--- src/srt_pkg.sv ---
// Shared types and constants for the sequenced record table.
// Holds result codes, controller states and the command/status structs.
// No dependencies.
package srt_pkg;

    localparam int KEY_W           = 16;
    localparam int SEQ_W           = 8;
    localparam int IN_DATA_W       = 64;
    localparam int STATUS_W        = 3;
    localparam int SLOT_W          = 4;
    localparam int FILL_W          = 5;
    localparam int DEF_TABLE_DEPTH = 16;
    localparam int DEF_DATA_WIDTH  = 64;

    localparam logic [SEQ_W-1:0] SEQ_WRAP = 8'hFF;

    typedef enum logic [STATUS_W-1:0] {
        ST_INSERTED = 3'd0,
        ST_UPDATED  = 3'd1,
        ST_STALE    = 3'd2,
        ST_FULL     = 3'd3,
        ST_PURGED   = 3'd4,
        ST_NOTFOUND = 3'd5
    } status_t;

    typedef enum logic [2:0] {
        S_IDLE,
        S_LOOK,
        S_CHECK,
        S_DECIDE,
        S_SHIFT_RD,
        S_SHIFT_WR,
        S_RESULT
    } state_t;

    typedef struct packed {
        logic latch_in;
        logic rd_en;
        logic rd_next;
        logic inc_idx;
        logic mark_found;
        logic decide;
        logic shift_wr;
        logic dec_count;
        logic load_out;
    } ctrl_cmd_t;

    typedef struct packed {
        logic count_zero;
        logic hit;
        logic last;
        logic need_shift;
        logic tail;
        logic out_free;
    } dp_stat_t;

endpackage

--- src/sequenced_record_table.sv ---
// Sequenced record table: a compact table of up to TABLE_DEPTH records, each a
// 16-bit key, an 8-bit sequence number and a payload, held in one single-port
// memory with registered read. An update beat searches the filled entries one
// at a time, a read then a key check per entry, then overwrites (newer sequence,
// or stored 0xFF), ignores as stale, appends at the tail, or drops when full. A
// purge beat removes the match and moves each later entry down, a read then a
// write per moved entry. A purge that finds its key at entry F of N filled
// entries has searched F+1 entries and moves the N-1-F entries behind it, so
// search and move together walk each filled entry once. One item is worked at
// a time; a result waiting in the output register does not stop the next item
// from being accepted and searched.
module sequenced_record_table #(
    parameter int TABLE_DEPTH = srt_pkg::DEF_TABLE_DEPTH,
    parameter int DATA_WIDTH  = srt_pkg::DEF_DATA_WIDTH
) (
    input  logic                            clk,
    input  logic                            rst_n,
    input  logic                            in_valid,
    output logic                            in_ready,
    input  logic                            op,
    input  logic [srt_pkg::KEY_W-1:0]       entry_key,
    input  logic [srt_pkg::SEQ_W-1:0]       sequence_req,
    input  logic [srt_pkg::IN_DATA_W-1:0]   record_data,
    output logic                            out_valid,
    input  logic                            out_ready,
    output logic [srt_pkg::STATUS_W-1:0]    status,
    output logic [srt_pkg::SLOT_W-1:0]      slot,
    output logic [srt_pkg::FILL_W-1:0]      fill_count
);

    srt_pkg::ctrl_cmd_t cmd;
    srt_pkg::dp_stat_t  stat;

    srt_ctrl u_ctrl (
        .clk      (clk),
        .rst_n    (rst_n),
        .in_valid (in_valid),
        .in_ready (in_ready),
        .stat     (stat),
        .cmd      (cmd)
    );

    srt_dpath #(
        .TABLE_DEPTH (TABLE_DEPTH),
        .DATA_WIDTH  (DATA_WIDTH)
    ) u_dpath (
        .clk          (clk),
        .rst_n        (rst_n),
        .cmd          (cmd),
        .stat         (stat),
        .op           (op),
        .entry_key    (entry_key),
        .sequence_req (sequence_req),
        .record_data  (record_data),
        .out_valid    (out_valid),
        .out_ready    (out_ready),
        .status       (status),
        .slot         (slot),
        .fill_count   (fill_count)
    );

endmodule

--- src/srt_ctrl.sv ---
// Controller state machine for the sequenced record table.
// Sequences search, decide, purge shift and result beat; depends on srt_pkg.
module srt_ctrl (
    input  logic               clk,
    input  logic               rst_n,
    input  logic               in_valid,
    output logic               in_ready,
    input  srt_pkg::dp_stat_t  stat,
    output srt_pkg::ctrl_cmd_t cmd
);

    srt_pkg::state_t state_reg;
    srt_pkg::state_t state_next;

    always_ff @(posedge clk or negedge rst_n)
    begin
        if (!rst_n)
        begin
            state_reg <= srt_pkg::S_IDLE;
        end
        else
        begin
            state_reg <= state_next;
        end
    end

    always_comb
    begin
        state_next = state_reg;
        unique case (state_reg)
            srt_pkg::S_IDLE:
            begin
                if (in_valid)
                begin
                    state_next = stat.count_zero ? srt_pkg::S_DECIDE : srt_pkg::S_LOOK;
                end
            end
            srt_pkg::S_LOOK:
            begin
                state_next = srt_pkg::S_CHECK;
            end
            srt_pkg::S_CHECK:
            begin
                if (stat.hit || stat.last)
                begin
                    state_next = srt_pkg::S_DECIDE;
                end
                else
                begin
                    state_next = srt_pkg::S_LOOK;
                end
            end
            srt_pkg::S_DECIDE:
            begin
                state_next = stat.need_shift ? srt_pkg::S_SHIFT_RD : srt_pkg::S_RESULT;
            end
            srt_pkg::S_SHIFT_RD:
            begin
                state_next = srt_pkg::S_SHIFT_WR;
            end
            srt_pkg::S_SHIFT_WR:
            begin
                state_next = stat.tail ? srt_pkg::S_RESULT : srt_pkg::S_SHIFT_RD;
            end
            srt_pkg::S_RESULT:
            begin
                if (stat.out_free)
                begin
                    state_next = srt_pkg::S_IDLE;
                end
            end
            default:
            begin
                state_next = srt_pkg::S_IDLE;
            end
        endcase
    end

    always_comb
    begin
        cmd      = '0;
        in_ready = 1'b0;
        unique case (state_reg)
            srt_pkg::S_IDLE:
            begin
                in_ready     = 1'b1;
                cmd.latch_in = in_valid;
            end
            srt_pkg::S_LOOK:
            begin
                cmd.rd_en = 1'b1;
            end
            srt_pkg::S_CHECK:
            begin
                cmd.mark_found = stat.hit;
                cmd.inc_idx    = !stat.hit && !stat.last;
            end
            srt_pkg::S_DECIDE:
            begin
                cmd.decide = 1'b1;
            end
            srt_pkg::S_SHIFT_RD:
            begin
                cmd.rd_en   = 1'b1;
                cmd.rd_next = 1'b1;
            end
            srt_pkg::S_SHIFT_WR:
            begin
                cmd.shift_wr  = 1'b1;
                cmd.dec_count = stat.tail;
            end
            srt_pkg::S_RESULT:
            begin
                cmd.load_out = stat.out_free;
            end
            default:
            begin
                cmd = '0;
            end
        endcase
    end

endmodule

--- src/srt_dpath.sv ---
// Datapath for the sequenced record table: record memory, scan index,
// fill count, decision logic and output register. Depends on srt_pkg.
module srt_dpath #(
    parameter int TABLE_DEPTH = srt_pkg::DEF_TABLE_DEPTH,
    parameter int DATA_WIDTH  = srt_pkg::DEF_DATA_WIDTH
) (
    input  logic                            clk,
    input  logic                            rst_n,
    input  srt_pkg::ctrl_cmd_t              cmd,
    output srt_pkg::dp_stat_t               stat,
    input  logic                            op,
    input  logic [srt_pkg::KEY_W-1:0]       entry_key,
    input  logic [srt_pkg::SEQ_W-1:0]       sequence_req,
    input  logic [srt_pkg::IN_DATA_W-1:0]   record_data,
    output logic                            out_valid,
    input  logic                            out_ready,
    output logic [srt_pkg::STATUS_W-1:0]    status,
    output logic [srt_pkg::SLOT_W-1:0]      slot,
    output logic [srt_pkg::FILL_W-1:0]      fill_count
);

    localparam int IDX_W = $clog2(TABLE_DEPTH);
    localparam int CNT_W = $clog2(TABLE_DEPTH + 1);
    localparam int REC_W = srt_pkg::KEY_W + srt_pkg::SEQ_W + DATA_WIDTH;

    logic [REC_W-1:0] mem [TABLE_DEPTH];

    logic                          op_reg;
    logic [srt_pkg::KEY_W-1:0]     key_reg;
    logic [srt_pkg::SEQ_W-1:0]     seq_reg;
    logic [DATA_WIDTH-1:0]         data_reg;
    logic [IDX_W-1:0]              idx_reg;
    logic [CNT_W-1:0]              count_reg;
    logic                          found_reg;
    logic [REC_W-1:0]              rd_data_reg;
    srt_pkg::status_t              res_status_reg;
    logic [IDX_W-1:0]              res_slot_reg;
    logic                          out_valid_reg;
    logic [srt_pkg::STATUS_W-1:0]  out_status_reg;
    logic [srt_pkg::SLOT_W-1:0]    out_slot_reg;
    logic [srt_pkg::FILL_W-1:0]    out_fill_reg;

    logic [srt_pkg::KEY_W-1:0]     rd_key;
    logic [srt_pkg::SEQ_W-1:0]     rd_seq;
    logic [CNT_W-1:0]              idx_inc;
    logic [CNT_W:0]                idx_plus2;
    logic [IDX_W-1:0]              rd_addr;
    logic                          upd_ok;
    logic                          full;
    logic                          is_update;
    logic                          is_insert;
    logic                          purge_last;
    logic                          wr_en;
    logic [IDX_W-1:0]              wr_addr;
    logic [REC_W-1:0]              wr_rec;

    assign rd_key     = rd_data_reg[REC_W-1 -: srt_pkg::KEY_W];
    assign rd_seq     = rd_data_reg[DATA_WIDTH +: srt_pkg::SEQ_W];
    assign idx_inc    = CNT_W'(idx_reg) + CNT_W'(1);
    assign idx_plus2  = (CNT_W + 1)'(idx_reg) + (CNT_W + 1)'(2);
    assign rd_addr    = cmd.rd_next ? (idx_reg + IDX_W'(1)) : idx_reg;
    assign upd_ok     = (rd_seq < seq_reg) || (rd_seq == srt_pkg::SEQ_WRAP);
    assign full       = (count_reg == CNT_W'(TABLE_DEPTH));
    assign is_update  = cmd.decide && !op_reg && found_reg && upd_ok;
    assign is_insert  = cmd.decide && !op_reg && !found_reg && !full;
    assign purge_last = cmd.decide && op_reg && found_reg && (idx_inc == count_reg);

    assign stat.count_zero = (count_reg == '0);
    assign stat.hit        = (rd_key == key_reg);
    assign stat.last       = (idx_inc == count_reg);
    assign stat.need_shift = op_reg && found_reg && (idx_inc != count_reg);
    assign stat.tail       = (idx_plus2 >= (CNT_W + 1)'(count_reg));
    assign stat.out_free   = !out_valid_reg || out_ready;

    always_comb
    begin
        wr_en   = 1'b0;
        wr_addr = idx_reg;
        wr_rec  = {key_reg, seq_reg, data_reg};
        if (is_update)
        begin
            wr_en = 1'b1;
        end
        else if (is_insert)
        begin
            wr_en   = 1'b1;
            wr_addr = count_reg[IDX_W-1:0];
        end
        else if (cmd.shift_wr)
        begin
            wr_en  = 1'b1;
            wr_rec = rd_data_reg;
        end
    end

    always_ff @(posedge clk)
    begin
        if (wr_en)
        begin
            mem[wr_addr] <= wr_rec;
        end
        if (cmd.rd_en)
        begin
            rd_data_reg <= mem[rd_addr];
        end
    end

    always_ff @(posedge clk)
    begin
        if (cmd.latch_in)
        begin
            op_reg   <= op;
            key_reg  <= entry_key;
            seq_reg  <= sequence_req;
            data_reg <= record_data[DATA_WIDTH-1:0];
        end
        if (cmd.decide)
        begin
            if (!op_reg)
            begin
                if (found_reg)
                begin
                    res_status_reg <= upd_ok ? srt_pkg::ST_UPDATED : srt_pkg::ST_STALE;
                    res_slot_reg   <= upd_ok ? idx_reg : '0;
                end
                else
                begin
                    res_status_reg <= full ? srt_pkg::ST_FULL : srt_pkg::ST_INSERTED;
                    res_slot_reg   <= full ? '0 : count_reg[IDX_W-1:0];
                end
            end
            else
            begin
                res_status_reg <= found_reg ? srt_pkg::ST_PURGED : srt_pkg::ST_NOTFOUND;
                res_slot_reg   <= found_reg ? idx_reg : '0;
            end
        end
        if (cmd.load_out)
        begin
            out_status_reg <= res_status_reg;
            out_slot_reg   <= srt_pkg::SLOT_W'(res_slot_reg);
            out_fill_reg   <= srt_pkg::FILL_W'(count_reg);
        end
    end

    always_ff @(posedge clk or negedge rst_n)
    begin
        if (!rst_n)
        begin
            idx_reg       <= '0;
            count_reg     <= '0;
            found_reg     <= 1'b0;
            out_valid_reg <= 1'b0;
        end
        else
        begin
            if (cmd.latch_in)
            begin
                idx_reg   <= '0;
                found_reg <= 1'b0;
            end
            else
            begin
                if (cmd.inc_idx || cmd.shift_wr)
                begin
                    idx_reg <= idx_reg + IDX_W'(1);
                end
                if (cmd.mark_found)
                begin
                    found_reg <= 1'b1;
                end
            end
            if (is_insert)
            begin
                count_reg <= count_reg + CNT_W'(1);
            end
            else if (purge_last || cmd.dec_count)
            begin
                count_reg <= count_reg - CNT_W'(1);
            end
            if (cmd.load_out)
            begin
                out_valid_reg <= 1'b1;
            end
            else if (out_ready)
            begin
                out_valid_reg <= 1'b0;
            end
        end
    end

    assign out_valid  = out_valid_reg;
    assign status     = out_status_reg;
    assign slot       = out_slot_reg;
    assign fill_count = out_fill_reg;

endmodule

--- config.mk ---
export PLATFORM = sky130hd
export DESIGN_NAME = sequenced_record_table
export DESIGN_NICKNAME = d
export VERILOG_FILES = /design/src/srt_pkg.sv /design/src/sequenced_record_table.sv /design/src/srt_ctrl.sv /design/src/srt_dpath.sv
export SDC_FILE = /design/constraint.sdc
export NUM_CORES = 1
export LEC_CHECK = 0
export BUFFER_PORTS_ARGS = -buffer_cell sky130_fd_sc_hd__buf_2
export CORE_ASPECT_RATIO = 1.25
export CORE_MARGIN = 2
export CORE_UTILIZATION = 40
export DETAILED_ROUTE_END_ITERATION = 12
export PLACE_DENSITY = 0.61
export SKIP_LAST_GASP = 1
export SLEW_MARGIN = 20
export SYNTH_ARGS = -nofsm -noshare
export SYNTH_HDL_FRONTEND = slang
export SYNTH_SLANG_ARGS = --single-unit
--- constraint.sdc ---
create_clock -name clk -period 7.4 [get_ports clk]
set_clock_uncertainty 0.05 [all_clocks]
set_input_delay 0.37 -clock clk [delete_from_list [all_inputs] [get_ports clk]]
set_output_delay 0.37 -clock clk [all_outputs]
set_load 0.03 [all_outputs]
* After elaboration in Yosys (flattened, before gate mapping)
Memories as Yosys holds them, arrays and structs flattened. A register that Yosys moved wholly into a read port is not among the register bits.
Index checks and enable logic that the tools add are counted.
** Word-level totals
- Output and inout bits :: 14
- Latch bits :: 0
- Bits of input ports :: 93
- Memories kept :: 1
- Bits in writable memories :: 1408
- Flip-flop bits (word level) :: 122
- Word-level logic and storage cells :: 109
- Memory bits (read-only) :: 0
** Memory list
- u_dpath.mem :: words 16, bits a word 88, rd ports 1, clocked after memory_dff 1, write ports 1, RTL line srt_dpath.sv:26 : logic [REC_W-1:0] mem [TABLE_DEPTH];
** Operators by class
- Multiplexer cells :: 44
- $mul :: 0
- Div/mod/pow operators :: 0
- Bitwise gates (word level) :: 0
- Reduce and logical (&&, ||, !) cells :: 30
- Add/sub/neg operators :: 5
- Order comparisons :: 2
- Shifts and indexed selects :: 0
- Equal/unequal tests :: 13
** Operators with widths (count)
- 88-bit 2-to-1 mux :: 3
- 4-bit 2-to-1 mux :: 10
- 3-bit one-hot mux with 7 select lines :: 1
- 16-bit equality test :: 1
- 1-bit 2-to-1 mux :: 16
- 2-bit 2-to-1 mux :: 8
- 3-bit 2-to-1 mux :: 4
- 1-bit logical AND :: 11
- 5-bit 2-to-1 mux :: 2
- 3-bit equality test, second input constant :: 3
- 8-bit equality test, second input constant :: 1
- 8-bit less-than comparator :: 1
- 2-bit nonzero test :: 4
- 3-bit by 2-bit equality test with 1-bit output, second input constant :: 2
- 6-bit by 5-bit greater-or-equal comparator with 1-bit output :: 1
- 1-bit zero test :: 6
- 4-bit by 1-bit adder with 5-bit output, second input constant :: 1
- 4-bit by 2-bit adder with 5-bit output, second input constant :: 1
- 5-bit by 1-bit adder with 5-bit output, second input constant :: 1
- 5-bit equality test :: 1
- 5-bit equality test, second input constant :: 1
- 5-bit zero test :: 1
- 1-bit logical OR :: 5
- 5-bit != test :: 1
- other kinds (8) :: 8

* Depth between registers and ports, before layout
Gate-level depths: netlist of run 1.
- Depth in word-level cells :: 9
- Depth in mapped cells :: 11
- Mapped depth without buffers :: 10

* By module
Synthesis of run 1 repeated with hierarchy kept, for this count alone.
** Second synthesis, totals
- Cells, all modules :: 920
- Area total of the unflattened synthesis :: 18585.3 sq um
** Modules (own cells, without submodules)
- srt_dpath :: cells an instance 889, times used 1, area an instance 18326.3 sq um, seq. area each 13848.3 sq um
- srt_ctrl :: cells an instance 31, times used 1, area an instance 259.0 sq um, seq. area each 75.1 sq um

* Least setup slack after synthesis of run 1
Ideal clock, no wire load.
- Path type :: register to register
- Start point :: reg u_dpath.rd_data_reg[69], read port of u_dpath.mem
- End point :: mem u_dpath.mem[11][64] in the netlist's numbering, enable pin
- Stages on the path, launching flop included :: 9
- Data arrival time :: 2979 ps
- Data required time :: 6945 ps
- Path slack :: 3967 ps
- Cells stage by stage :: edfxtp_1 ha_1 a21oi_1 nor2_1 a211oi_1 o22ai_1 o41a_1 clkbuf_1 nor2_1
** Between the ends
- Longest elaborated chain between the ends :: 6
- Elaborated cells on any way between the ends :: 8
- Those cells by class :: order compare: 1; eq/ne: 1; mux: 4; reduce/logical: 2
** Ends and longest elaborated chain
- start, declared :: RTL line srt_dpath.sv:35 : logic [REC_W-1:0] rd_data_reg;
- 8-bit less-than comparator or 8-bit equality test (tied branches) :: RTL line srt_dpath.sv:62 : assign upd_ok = (rd_seq < seq_reg) || (rd_seq == srt_pkg::SEQ_WRAP);
- 1-bit logical OR (*) :: RTL line srt_dpath.sv:62
- 1-bit logical AND (*) :: RTL line srt_dpath.sv:64 : assign is_update = cmd.decide && !op_reg && found_reg && upd_ok;
- 1-bit 2-to-1 mux :: RTL line srt_dpath.sv:80 : if (is_update)
- 1-bit 2-to-1 mux :: RTL line srt_dpath.sv:98 : if (wr_en)
- 1-bit 2-to-1 mux (implied by the code) :: RTL line srt_dpath.sv:100 : mem[wr_addr] <= wr_rec;
- end, declared :: RTL line srt_dpath.sv:26
Mark *: on every way between the ends. The rest lies on a longest branch, timed or not.

* Worst setup path after layout of run 1
- Start point :: reg u_dpath.count_reg[0]
- End point :: mem u_dpath.mem[7][68] in the netlist's numbering, enable pin
** Between the ends
- Longest elaborated chain between the ends :: 7
- Elaborated cells on any way between the ends :: 9
- Those cells by class :: eq/ne: 1; mux: 6; reduce/logical: 2
** Ends and longest elaborated chain
- start, declared :: RTL line srt_dpath.sv:33 : logic [CNT_W-1:0] count_reg;
- start signal, assigned :: RTL line srt_dpath.sv:175 : count_reg <= count_reg + CNT_W'(1);
- start signal, assigned :: RTL line srt_dpath.sv:179 : count_reg <= count_reg - CNT_W'(1);
- 5-bit equality test :: RTL line srt_dpath.sv:63 : assign full = (count_reg == CNT_W'(TABLE_DEPTH));
- 1-bit zero test :: RTL line srt_dpath.sv:65 : assign is_insert = cmd.decide && !op_reg && !found_reg && !full;
- 1-bit logical AND :: RTL line srt_dpath.sv:65
- 1-bit 2-to-1 mux :: RTL line srt_dpath.sv:84 : else if (is_insert)
- 1-bit 2-to-1 mux :: RTL line srt_dpath.sv:80
- 1-bit 2-to-1 mux :: RTL line srt_dpath.sv:98
- 1-bit 2-to-1 mux (implied by the code) :: RTL line srt_dpath.sv:100
Parallel ways exist; a longest one is shown, timed or not.

==> metrics.md, run 1 <==
| Metric | Value |
|---|---|
| Nets | `roughly 1600` |
| Layout cells sized above 1 | `about a tenth` |
| Largest area contributor in the synthesized netlist | `edfxtp_1` |
| Dpl ws | `3.545 ns` |
| Synth top area cells | `edfxtp_1, nand2_1, mux2i_1` |
| CP Launch Type | `register` |
| Pwr dens | `402.1 nW/µm²` |
| Worst skew pair latency | `0.59 ns` |
| Mean Syn Cell Area | `13.28 µm²` |
| Die height | `249.0 µm` |
| Slew HR | `24.62%` |
| Max_cap viols | `0` |
| Number of synthesized flops with an enable pin | `between 400 and 500` |
| Vias in the first global route | `10920` |
| Avg Vias per Cell | `5.286` |
| Syn Inst Count | `roughly 1400` |
| Worst Path Buf+Inv | `1` |
| Slowest cell delay on critical path | `0.88 ns` |
| Largest net degree at the start of global routing | `129` |
| Element type at the critical path end | `register` |
| Drt first pass iters | `5` |
| Global-route wire length before repair | `66.94 mm` |
| Dpl cells | `~2100` |
| Drc violations | `0` |
| Syn nets | `1557` |
| Initial antenna violation count | `1` |
| CTS Hold Buffers Added | `26` |
| Post-route ant nets | `0` |
| Unique cell type count in the Yosys netlist | `50` |
| CP Cell Sequence | `nor4_1 -> a2111o_1 -> inv_1 -> o31ai_1 -> nand2_1 -> nor2_4` |
| Crit path time final | `a little under 4 ns` |
| Post-synthesis sequential area ratio | `between 70% and 80%` |
| All-Layer GR Usage | `between 10% and 20%` |
| I/O Buffers | `42` |
| Drt wl/cell | `20.65 µm` |
| Post-synthesis cell area | `between 15000 and 20000 µm²` |
| Commonest cells post-synth | `edfxtp_1, nand2_1, nand3_1` |
| Critical path type | `register to register` |
| Area Overhead vs Synth | `14.79%` |
| Die footprint | `49790 µm²` |
| Peak supply drop | `0.0003980 V` |
| Synth top area share | `70.67%` |
| Num CTS Buffers | `48` |
| Setup bufs post-CTS | `0` |
| Starting density of the core | `between 40% and 50%` |
| Number of endpoints failing setup at the final stage | `0` |
| H-tree depth | `2` |
| Highest Clock Rate | `257.1 MHz` |
| Clock Sinks | `466` |
| Die width | `200.0 µm` |
| Slowest-stage cell, CP | `nor2_4` |
| Hold WC Path Type | `primary input to register` |
| I/O pin count | `around 110` |
| Initial DRC Count | `about 1200` |
| CP delay by family, top | `simple AND/OR/NAND/NOR gates` |
| Post-synthesis async set-or-reset flop share | `3.004%` |
| Routed WL | `45.07 mm` |
| Most frequent cell after synthesis | `edfxtp_1` |
| Worst Max-Slew Pin Slew | `1.128 ns` |
| Total grt overflow | `0` |
| Clock transition at the registers of the reported paths | `approximately 0.06 ns` |
| Final hold vios | `0` |
| Clock root cell | `clkbuf_16` |
| Antenna cells | `0` |
| Crit path required time | `~7.5 ns` |
| Synth warnings | `0` |
| Max reg flops | `approximately 380` |
| Status | `finished clean` |
| Clk buf depth | `3` |
| CP max FO | `24` |
| GP Congestion | `0.7741` |
| Final period utilization | `52.56%` |
| Post-route setup slack | `3.511 ns` |
| Row cnt | `89` |
| Core Area | `47330 µm²` |
| Register bit total from synthesis | `466` |
| Crit path arrival time | `4.03 ns` |
| Static leakage | `8.030 nW` |
| Fin. max-slew vios | `0` |
| Synth Flop Type | `edfxtp_1` |
| Final cell count without fillers | `2182` |
| DP HPWL | `23.02 mm` |
| Unrepaired setup endpoints after global routing | `no` |
| Via count | `about 12000` |
| Cts repair resizes | `0` |
| CTS tree | `done` |
| TNS Setup | `0 ns` |
## routing by layer
layer	part of all wire, %	global-route usage (%)	vias up
met5	0	0	-
met4	2.5	6.138	0
met3	5.3	2.437	73
met2	49	29.90	351
met1	43	24.88	5697
li1	-	-	5414
## cells in the final DEF, fill, tap and decap left out, types with 3 or more instances in the layout
master,Yosys,routed
clkbuf_16,0,48
nand2_1,424,424
buf_2,15,42
mux2i_1,75,75
nor3_1,6,6
a211oi_1,4,4
a21o_1,4,4
dfrtp_1,14,14
nor4_1,5,5
a22o_1,4,4
o221ai_1,24,24
nor2_1,32,13
nor2_4,0,17
a21oi_1,8,8
ha_1,17,17
edfxtp_1,452,452
buf_4,0,26
o31ai_1,7,7
clkbuf_1,60,16
nand3_1,81,81
nand3b_1,29,29
dlygate4sd3_1,0,26
a32oi_1,24,24
inv_1,21,21
xor2_1,23,22
o21ai_0,68,68
clkinv_1,0,8
xnor2_1,7,6
bufinv_16,0,3
nand2b_1,3,3
nand4_1,3,3
## per-stage QoR
step                      total power, W  util, %  hold slack (ns)  instance area [µm²]
final                           0.008864    46.58           0.1022                22050
after global routing            0.009365    46.58           0.1244                22050
after CTS                       0.008908    46.48          0.07672                22000
after detailed placement        0.006622    42.86           0.2576                20290
after global placement          0.006540    42.86           0.2502                20290
after floorplan                 0.005750        -          0.02441                19210
## area by class of cell
class                   instances  area, µm²
repair buffers                 97      733.2
multi-input cells             879       5061
flip-flops and latches        466      13920
clock buffers                  66       1289
inverters                      21      78.83
clock inverters                16      163.9
well taps                     637      797.0
fillers                      4123      25280
## worst min-delay path, cell delays in order
cell,delay (ns)
buf_2,0.10
o22ai_1,0.09
o21ai_0,0.13
## path summary, 6_finish.rpt
path / startpoint / end / slack [ns] / depth (start not counted)
max reg2reg: u_dpath.count_reg[0]$_DFFE_PN0P_ / u_dpath.mem[7][68]$_DFFE_PP_ / 3.51 / 6
max in group asynchronous: rst_n / u_dpath.out_valid$_DFFE_PN0P_ / 6.85 / 2
min: in_valid / u_ctrl.state_reg[1]$_DFFE_PN0P_ / 0.10 / 3
max: u_dpath.count_reg[0]$_DFFE_PN0P_ / u_dpath.mem[7][68]$_DFFE_PP_ / 3.51 / 6
min in group asynchronous: rst_n / u_dpath.count_reg[4]$_DFFE_PN0P_ / 0.19 / 2
min reg2reg: u_dpath.res_slot_reg[0]$_DFFE_PN_ / u_dpath.slot[0]$_DFFE_PP_ / 0.37 / 0
## where the power goes
part / internal (W) / switching [W]
clock network: 0.00131 / 0.000969
logic: 0.000963 / 0.00198
registers: 0.00344 / 0.000190
## cell families after synthesis
logic type               share of synthesized area [%]
XOR/XNOR                                         1.453
AO/OA/AOI/OAI                                    5.720
flip-flops                                       72.50
buffers and inverters                            2.072
AND/OR/NAND/NOR                                  13.14
multiplexers                                     3.909
adder cells (fa/ha/maj)                          1.212
No activity file was read; power rests on OpenSTA's default activity.
==> run 2: changes to the inputs <==
PLACE_DENSITY = 0.63   (was 0.61)
clock period = 3.2 ns   (was 7.4 ns; I/O delays follow)
==> run 2 against run 1 <==
Net effect:
- count of clock-buffer cells in the layout down 13
- core utilization rose by 2.0 points
- cell area increased by 4.3%
- critical path depth rose by 1
- non-clock buffer count up 67
- critical endpoint is now u_dpath.rd_data_reg[66]$_DFFE_PP_
- largest cell class unchanged
- highest routed layer unchanged
==> metrics.md, run 2 (synthesized netlist as in run 1, its figures left out) <==
| Metric | Value |
|---|---|
| Crit path arrival time | `3.18 ns` |
| CTS tree | `done` |
| Worst setup path start | `u_dpath.idx_reg[1]$_DFFE_PN0P_` |
| Hold WC Path Type | `primary input to register` |
| Via count | `~12000` |
| Largest net degree at the start of global routing | `85` |
| Starting density of the core | `40.58%` |
| Slew HR | `40.85%` |
| Drt first pass iters | `7` |
| Worst Max-Slew Pin Slew | `between 0.8 and 0.9 ns` |
| Final hold vios | `0` |
| CP Cell Sequence | `ha_1 -> nand2_1 -> xor2_4 -> buf_4 -> nand3_1 -> a32oi_1 -> o221ai_1` |
| Avg Vias per Cell | `5.303` |
| Fin. max-slew vios | `0` |
| Highest Clock Rate | `339.7 MHz` |
| Die width | `200.0 µm` |
| Num CTS Buffers | `47` |
| Static leakage | `8.490 nW` |
| Clock root cell | `clkbuf_16` |
| Pwr dens | `926.2 nW/µm²` |
| GP Congestion | `0.8086` |
| Most frequent cells in the layout | `edfxtp_1, nand2_1, nand3_1` |
| Total grt overflow | `0` |
| R2r startpoint | `u_dpath.idx_reg[1]$_DFFE_PN0P_` |
| Die height | `249.0 µm` |
| Final cell count without fillers | `2247` |
| Status | `finished clean` |
| Vias in the first global route | `~12000` |
| Drc violations | `0` |
| Worst skew pair latency | `0.58 ns` |
| Most common cell after layout, fill and taps aside | `edfxtp_1` |
| I/O pin count | `107` |
| Unrepaired setup endpoints after global routing | `no` |
| Number of endpoints failing setup at the final stage | `0` |
| Critical path type | `register to register` |
| CP max FO | `24` |
| Drt wl/cell | `~20 µm` |
| Clock transition at the registers of the reported paths | `0.07 ns` |
| Routed WL | `about 46 mm` |
| All-Layer GR Usage | `18.64%` |
| H-tree depth | `2` |
| Final period utilization | `91.99%` |
| Initial antenna violation count | `0` |
| I/O Buffers | `42` |
| Dpl cells | `between 2000 and 2500` |
| Initial DRC Count | `around 1100` |
| Crit path required time | `3.44 ns` |
| Row cnt | `89` |
| CP Launch Type | `register` |
| Max reg flops | `384` |
| DP HPWL | `27.33 mm` |
| Post-route ant nets | `0` |
| Antenna cells | `0` |
| Layout cells sized above 1 | `14.10%` |
| Area Overhead vs Synth | `19.73%` |
| Hold WS | `0.2343 ns` |
| Slowest-stage cell, CP | `xor2_4` |
| Max_cap viols | `0` |
| Global-route wire length before repair | `~70 mm` |
| Element type at the critical path end | `register` |
| Nets | `1690` |
| Clk buf depth | `3` |
| Core Area | `47330 µm²` |
| Peak supply drop | `0.0006686 V` |
| Crit path time final | `roughly 2.9 ns` |
| Slowest cell delay on critical path | `between 0.6 and 0.7 ns` |
| Die footprint | `49790 µm²` |
| HP Start | `entry_key[13]` |
| Clock Sinks | `466` |
run 2: critical path, delay by kind of cell (launching register included):
family | cells | cell delay (ns)
xor+xnor | 1 | 0.65
simple gates | 2 | 0.29
fa+ha+maj | 1 | 0.34
flops | 1 | 0.52
buf+inv | 1 | 0.41
compound gates | 2 | 0.39
run 2: cell type report:
| cell class | instances | area (µm²) |
|---|---|---|
| Clock inverter | 27 | 246.5 |
| Clock buffer | 53 | 1220 |
| Timing Repair Buffer | 164 | 1674 |
| Fill cell | 4016 | 24330 |
| Tap cell | 637 | 797.0 |
| Sequential cell | 466 | 13920 |
| Inverter | 21 | 78.83 |
| Multi-Input combinational cell | 879 | 5056 |
run 2: where the power goes:
group          internal [W]  leakage [nW]  total, W  switching, W
Sequential          0.00796          4.27   0.00826      0.000296
Combinational       0.00276          3.50   0.00775       0.00499
Clock               0.00305         0.715   0.00530       0.00225
run 2: per-stage QoR:
stage | power [W] | instance area [µm²] | worst slack, ns | utilization [%] | setup TNS (ns)
after floorplan | 0.01330 | 19210 | -0.2334 | - | -63.08
after global placement | 0.01596 | 21240 | 0.2323 | 44.88 | 0
after detailed placement | 0.01610 | 21240 | 0.2325 | 44.88 | 0
after CTS | 0.02144 | 23000 | 0.2172 | 48.59 | 0
after global routing | 0.02250 | 23000 | 0.03474 | 48.59 | 0
final | 0.02130 | 23000 | 0.2563 | 48.59 | 0
run 2: path summary, 6_finish.rpt:
check,to,slack [ns],cells after the start
min in group asynchronous,u_dpath.idx_reg[0]$_DFFE_PN0P_,0.66,3
max in group asynchronous,u_ctrl.state_reg[2]$_DFFE_PN0P_,1.97,3
max reg2reg,u_dpath.rd_data_reg[66]$_DFFE_PP_,0.26,7
max,u_dpath.rd_data_reg[66]$_DFFE_PP_,0.26,7
min reg2reg,u_dpath.status[0]$_DFFE_PP_,0.37,0
min,u_dpath.key_reg[13]$_DFFE_PP_,0.23,2
run 2: timing repair:
item,4_1_cts,5_1_grt
hold endpoints to repair,45,0
hold buffers,29,0
gates resized for setup,0,0
setup buffers,0,0
run 2: routing by layer:
| layer | part of all wire, % | vias up | global-route usage, % |
|---|---|---|---|
| met2 | 49 | 356 | 30.63 |
| met1 | 43 | 5919 | 25.13 |
| li1 | - | 5550 | - |
| met4 | 3.2 | 0 | 6.074 |
| met5 | 0 | - | 0 |
| met3 | 5.3 | 91 | 3.155 |
==> run 3: changes to the inputs <==
CORE_MARGIN = not set   (was 2)
SKIP_CTS_REPAIR_TIMING = 1   (was not set)
clock period = 2.57 ns   (was 3.2 ns; I/O delays follow)
==> run 3 against run 2 <==
Net effect:
- the flow now finishes with violations (setup timing)
- count of clock-buffer cells in the layout grew 12
- global-route usage up 0.75 points
- register-to-register slack lost 0.34 ns
- sequential share of layout area decreased by 3.2 points
- via count up 3.0%
- combinational power is 59% higher
- critical path depth up 3
- clock power increased by 25%
- fmax rose by 11%
- non-clock buffer count rose by 87
- first-iteration DRC count is 23% lower
==> metrics.md, run 3 (synthesized netlist as in run 1, its figures left out) <==
| Metric | Value |
|---|---|
| Status | `finished with violations` |
| Failing checks | `setup timing` |
| Reg2reg end | `u_dpath.mem[9][86]$_DFFE_PP_` |
| Area Overhead vs Synth | `26.53%` |
| Crit path time final | `2.658 ns` |
| Most numerous cell on the critical path | `buf_12` |
| All-Layer GR Usage | `about a fifth` |
| Antenna cells | `0` |
| Nets | `between 1500 and 2000` |
| Max reg flops | `~380` |
| CP delay by family, top | `compound AO/OA/AOI/OAI gates` |
| Vias in the first global route | `around 12000` |
| I/O pin count | `around 110` |
| CP max FO | `8` |
| Row cnt | `89` |
| Clock root cell | `clkbuf_16` |
| Hold WS | `0.2147 ns` |
| Dpl cells | `2198` |
| Worst r2r path cells | `10` |
| Util after Layout | `51.35%` |
| Largest net degree at the start of global routing | `between 40 and 50` |
| GP Congestion | `0.8311` |
| HP Start | `entry_key[12]` |
| CP Launch Type | `register` |
| Drt wl/cell | `20.56 µm` |
| CP Cell Sequence | `inv_2 -> ha_4 -> a21o_1 -> a211oi_2 -> nor3_2 -> o41a_4 -> buf_12 -> nor2_4 -> buf_12 -> clkbuf_16` |
| Final period utilization | `103.4%` |
| Final hold vios | `0` |
| Initial antenna violation count | `0` |
| Hold Path Depth | `2` |
| I/O Buffers | `42` |
| Pwr dens | `1199 nW/µm²` |
| Most common cell after layout, fill and taps aside | `edfxtp_1` |
| Clock Sinks | `466` |
| Hold endpoint | `u_dpath.key_reg[12]$_DFFE_PP_` |
| Initial DRC Count | `about 840` |
| Global-route wire length before repair | `70.46 mm` |
| Crit path required time | `approximately 2.8 ns` |
| Worst skew pair latency | `0.58 ns` |
| Critical path type | `register to register` |
| H-tree depth | `2` |
| Worst Max-Slew Pin Slew | `0.7024 ns` |
| Layout cells sized above 1 | `20.89%` |
| Highest Clock Rate | `around 380 MHz` |
| Clk buf depth | `3` |
| Die footprint | `48900 µm²` |
| Static leakage | `9.071 nW` |
| DP HPWL | `30.74 mm` |
| Number of endpoints failing setup at the final stage | `approximately 250` |
| Avg Vias per Cell | `5.245` |
| Die height | `247.0 µm` |
| Num CTS Buffers | `48` |
| # fillers | `3854` |
| R2r startpoint | `u_dpath.seq_reg[1]$_DFFE_PP_` |
| Crit path arrival time | `2.89 ns` |
| Post-route ant nets | `0` |
| Die width | `198.0 µm` |
| Slowest cell delay on critical path | `around 0.53 ns` |
| Total grt overflow | `0` |
| Max_cap viols | `0` |
| Worst Path Buf+Inv | `4` |
| Power after layout | `0.02914 W` |
| Via count | `12280` |
| CTS tree | `done` |
| Post-route setup slack | `-0.08820 ns` |
| Final cell count without fillers | `2341` |
| Dpl ws | `-0.08468 ns` |
| Fin. max-slew vios | `0` |
| Clock transition at the registers of the reported paths | `0.06 ns` |
| Routed WL | `between 40 and 50 mm` |
| Drt first pass iters | `5` |
| Worst R2R Setup Slack | `-0.09 ns` |
| Slowest-stage cell, CP | `o41a_4` |
| Most frequent cells in the layout | `edfxtp_1, nand2_1, buf_4` |
| Slew HR | `a little over half` |
| Starting density of the core | `between 40% and 50%` |
| Unrepaired setup endpoints after global routing | `yes` |
| Core Area | `47330 µm²` |
| Element type at the critical path end | `register` |
| Hold WC Path Type | `primary input to register` |
| Drc violations | `0` |
| Peak supply drop | `a little under 0.0006 V` |
## run 3: cell types whose count changed in the layout (fill, tap and decap cells not counted), sizes merged
| cell | change |
|---|---|
| buf | +78 |
| clkbuf | +21 |
| clkinv | -5 |
| inv | +2 |
| bufinv | -2 |
## run 3: cell type report
| class | instances | area (µm²) | share of cell area (%) |
|---|---|---|---|
| Timing Repair Buffer | 251 | 2689 | 11.06 |
| Clock buffer | 65 | 1316 | 5.416 |
| Tap cell | 637 | 797.0 | 3.280 |
| Sequential cell | 466 | 13920 | 57.30 |
| Multi-Input combinational cell | 879 | 5325 | 21.91 |
| Inverter | 21 | 78.83 | 0.3244 |
| Clock inverter | 22 | 171.4 | 0.7053 |
## run 3: power breakdown
group / total (W) / internal (W) / switching [W]
Clock: 0.00661 / 0.00379 / 0.00282
Sequential: 0.0103 / 0.00990 / 0.000365
Combinational: 0.0123 / 0.00485 / 0.00741
## run 3: how the worst max path moves through the flow
stage / slack [ns] / start / endpoint / depth (start not counted)
6_report: -0.09 / u_dpath.seq_reg[1]$_DFFE_PP_ / u_dpath.mem[9][86]$_DFFE_PP_ / 10
5_1_grt: -0.13 / u_dpath.rd_data_reg[71]$_DFFE_PP_ / u_dpath.mem[9][86]$_DFFE_PP_ / 10
4_1_cts: -0.13 / u_ctrl.state_reg[0]$_DFFE_PN0P_ / u_dpath.rd_data_reg[82]$_DFFE_PP_ / 10
3_5_place_dp: -0.08 / u_dpath.rd_data_reg[69]$_DFFE_PP_ / u_dpath.mem[14][73]$_DFFE_PP_ / 9
3_3_place_gp: -0.04 / u_ctrl.state_reg[2]$_DFFE_PN0P_ / u_dpath.mem[1][72]$_DFFE_PP_ / 8
2_1_floorplan: -0.16 / u_dpath.rd_data_reg[65]$_DFFE_PP_ / u_dpath.mem[11][64]$_DFFE_PP_ / 7
## run 3: worst reg2reg max path, stage by stage (launching register included)
cell and delay (ns):
edfxtp_1 0.39, inv_2 0.09, ha_4 0.20, a21o_1 0.16
a211oi_2 0.25, nor3_2 0.08, o41a_4 0.53, buf_12 0.18
nor2_4 0.13, buf_12 0.15, clkbuf_16 0.16
## run 3: layer usage
metal	up-vias	global-route usage, %	routed length (µm)
met4	0	6.430	1130
met5	-	0	0
met3	79	2.728	2484
met2	355	33.99	24640
met1	6110	24.56	19870
li1	5735	-	-
## run 3: metrics by stage
step / setup TNS, ns / instance area (µm²)
2_1_floorplan: -38.50 / 19400
3_3_place_gp: -3.374 / 21890
3_5_place_dp: -23.79 / 21890
4_1_cts: -33.32 / 23380
5_1_grt: -28.48 / 24300
6_report: -5.200 / 24300
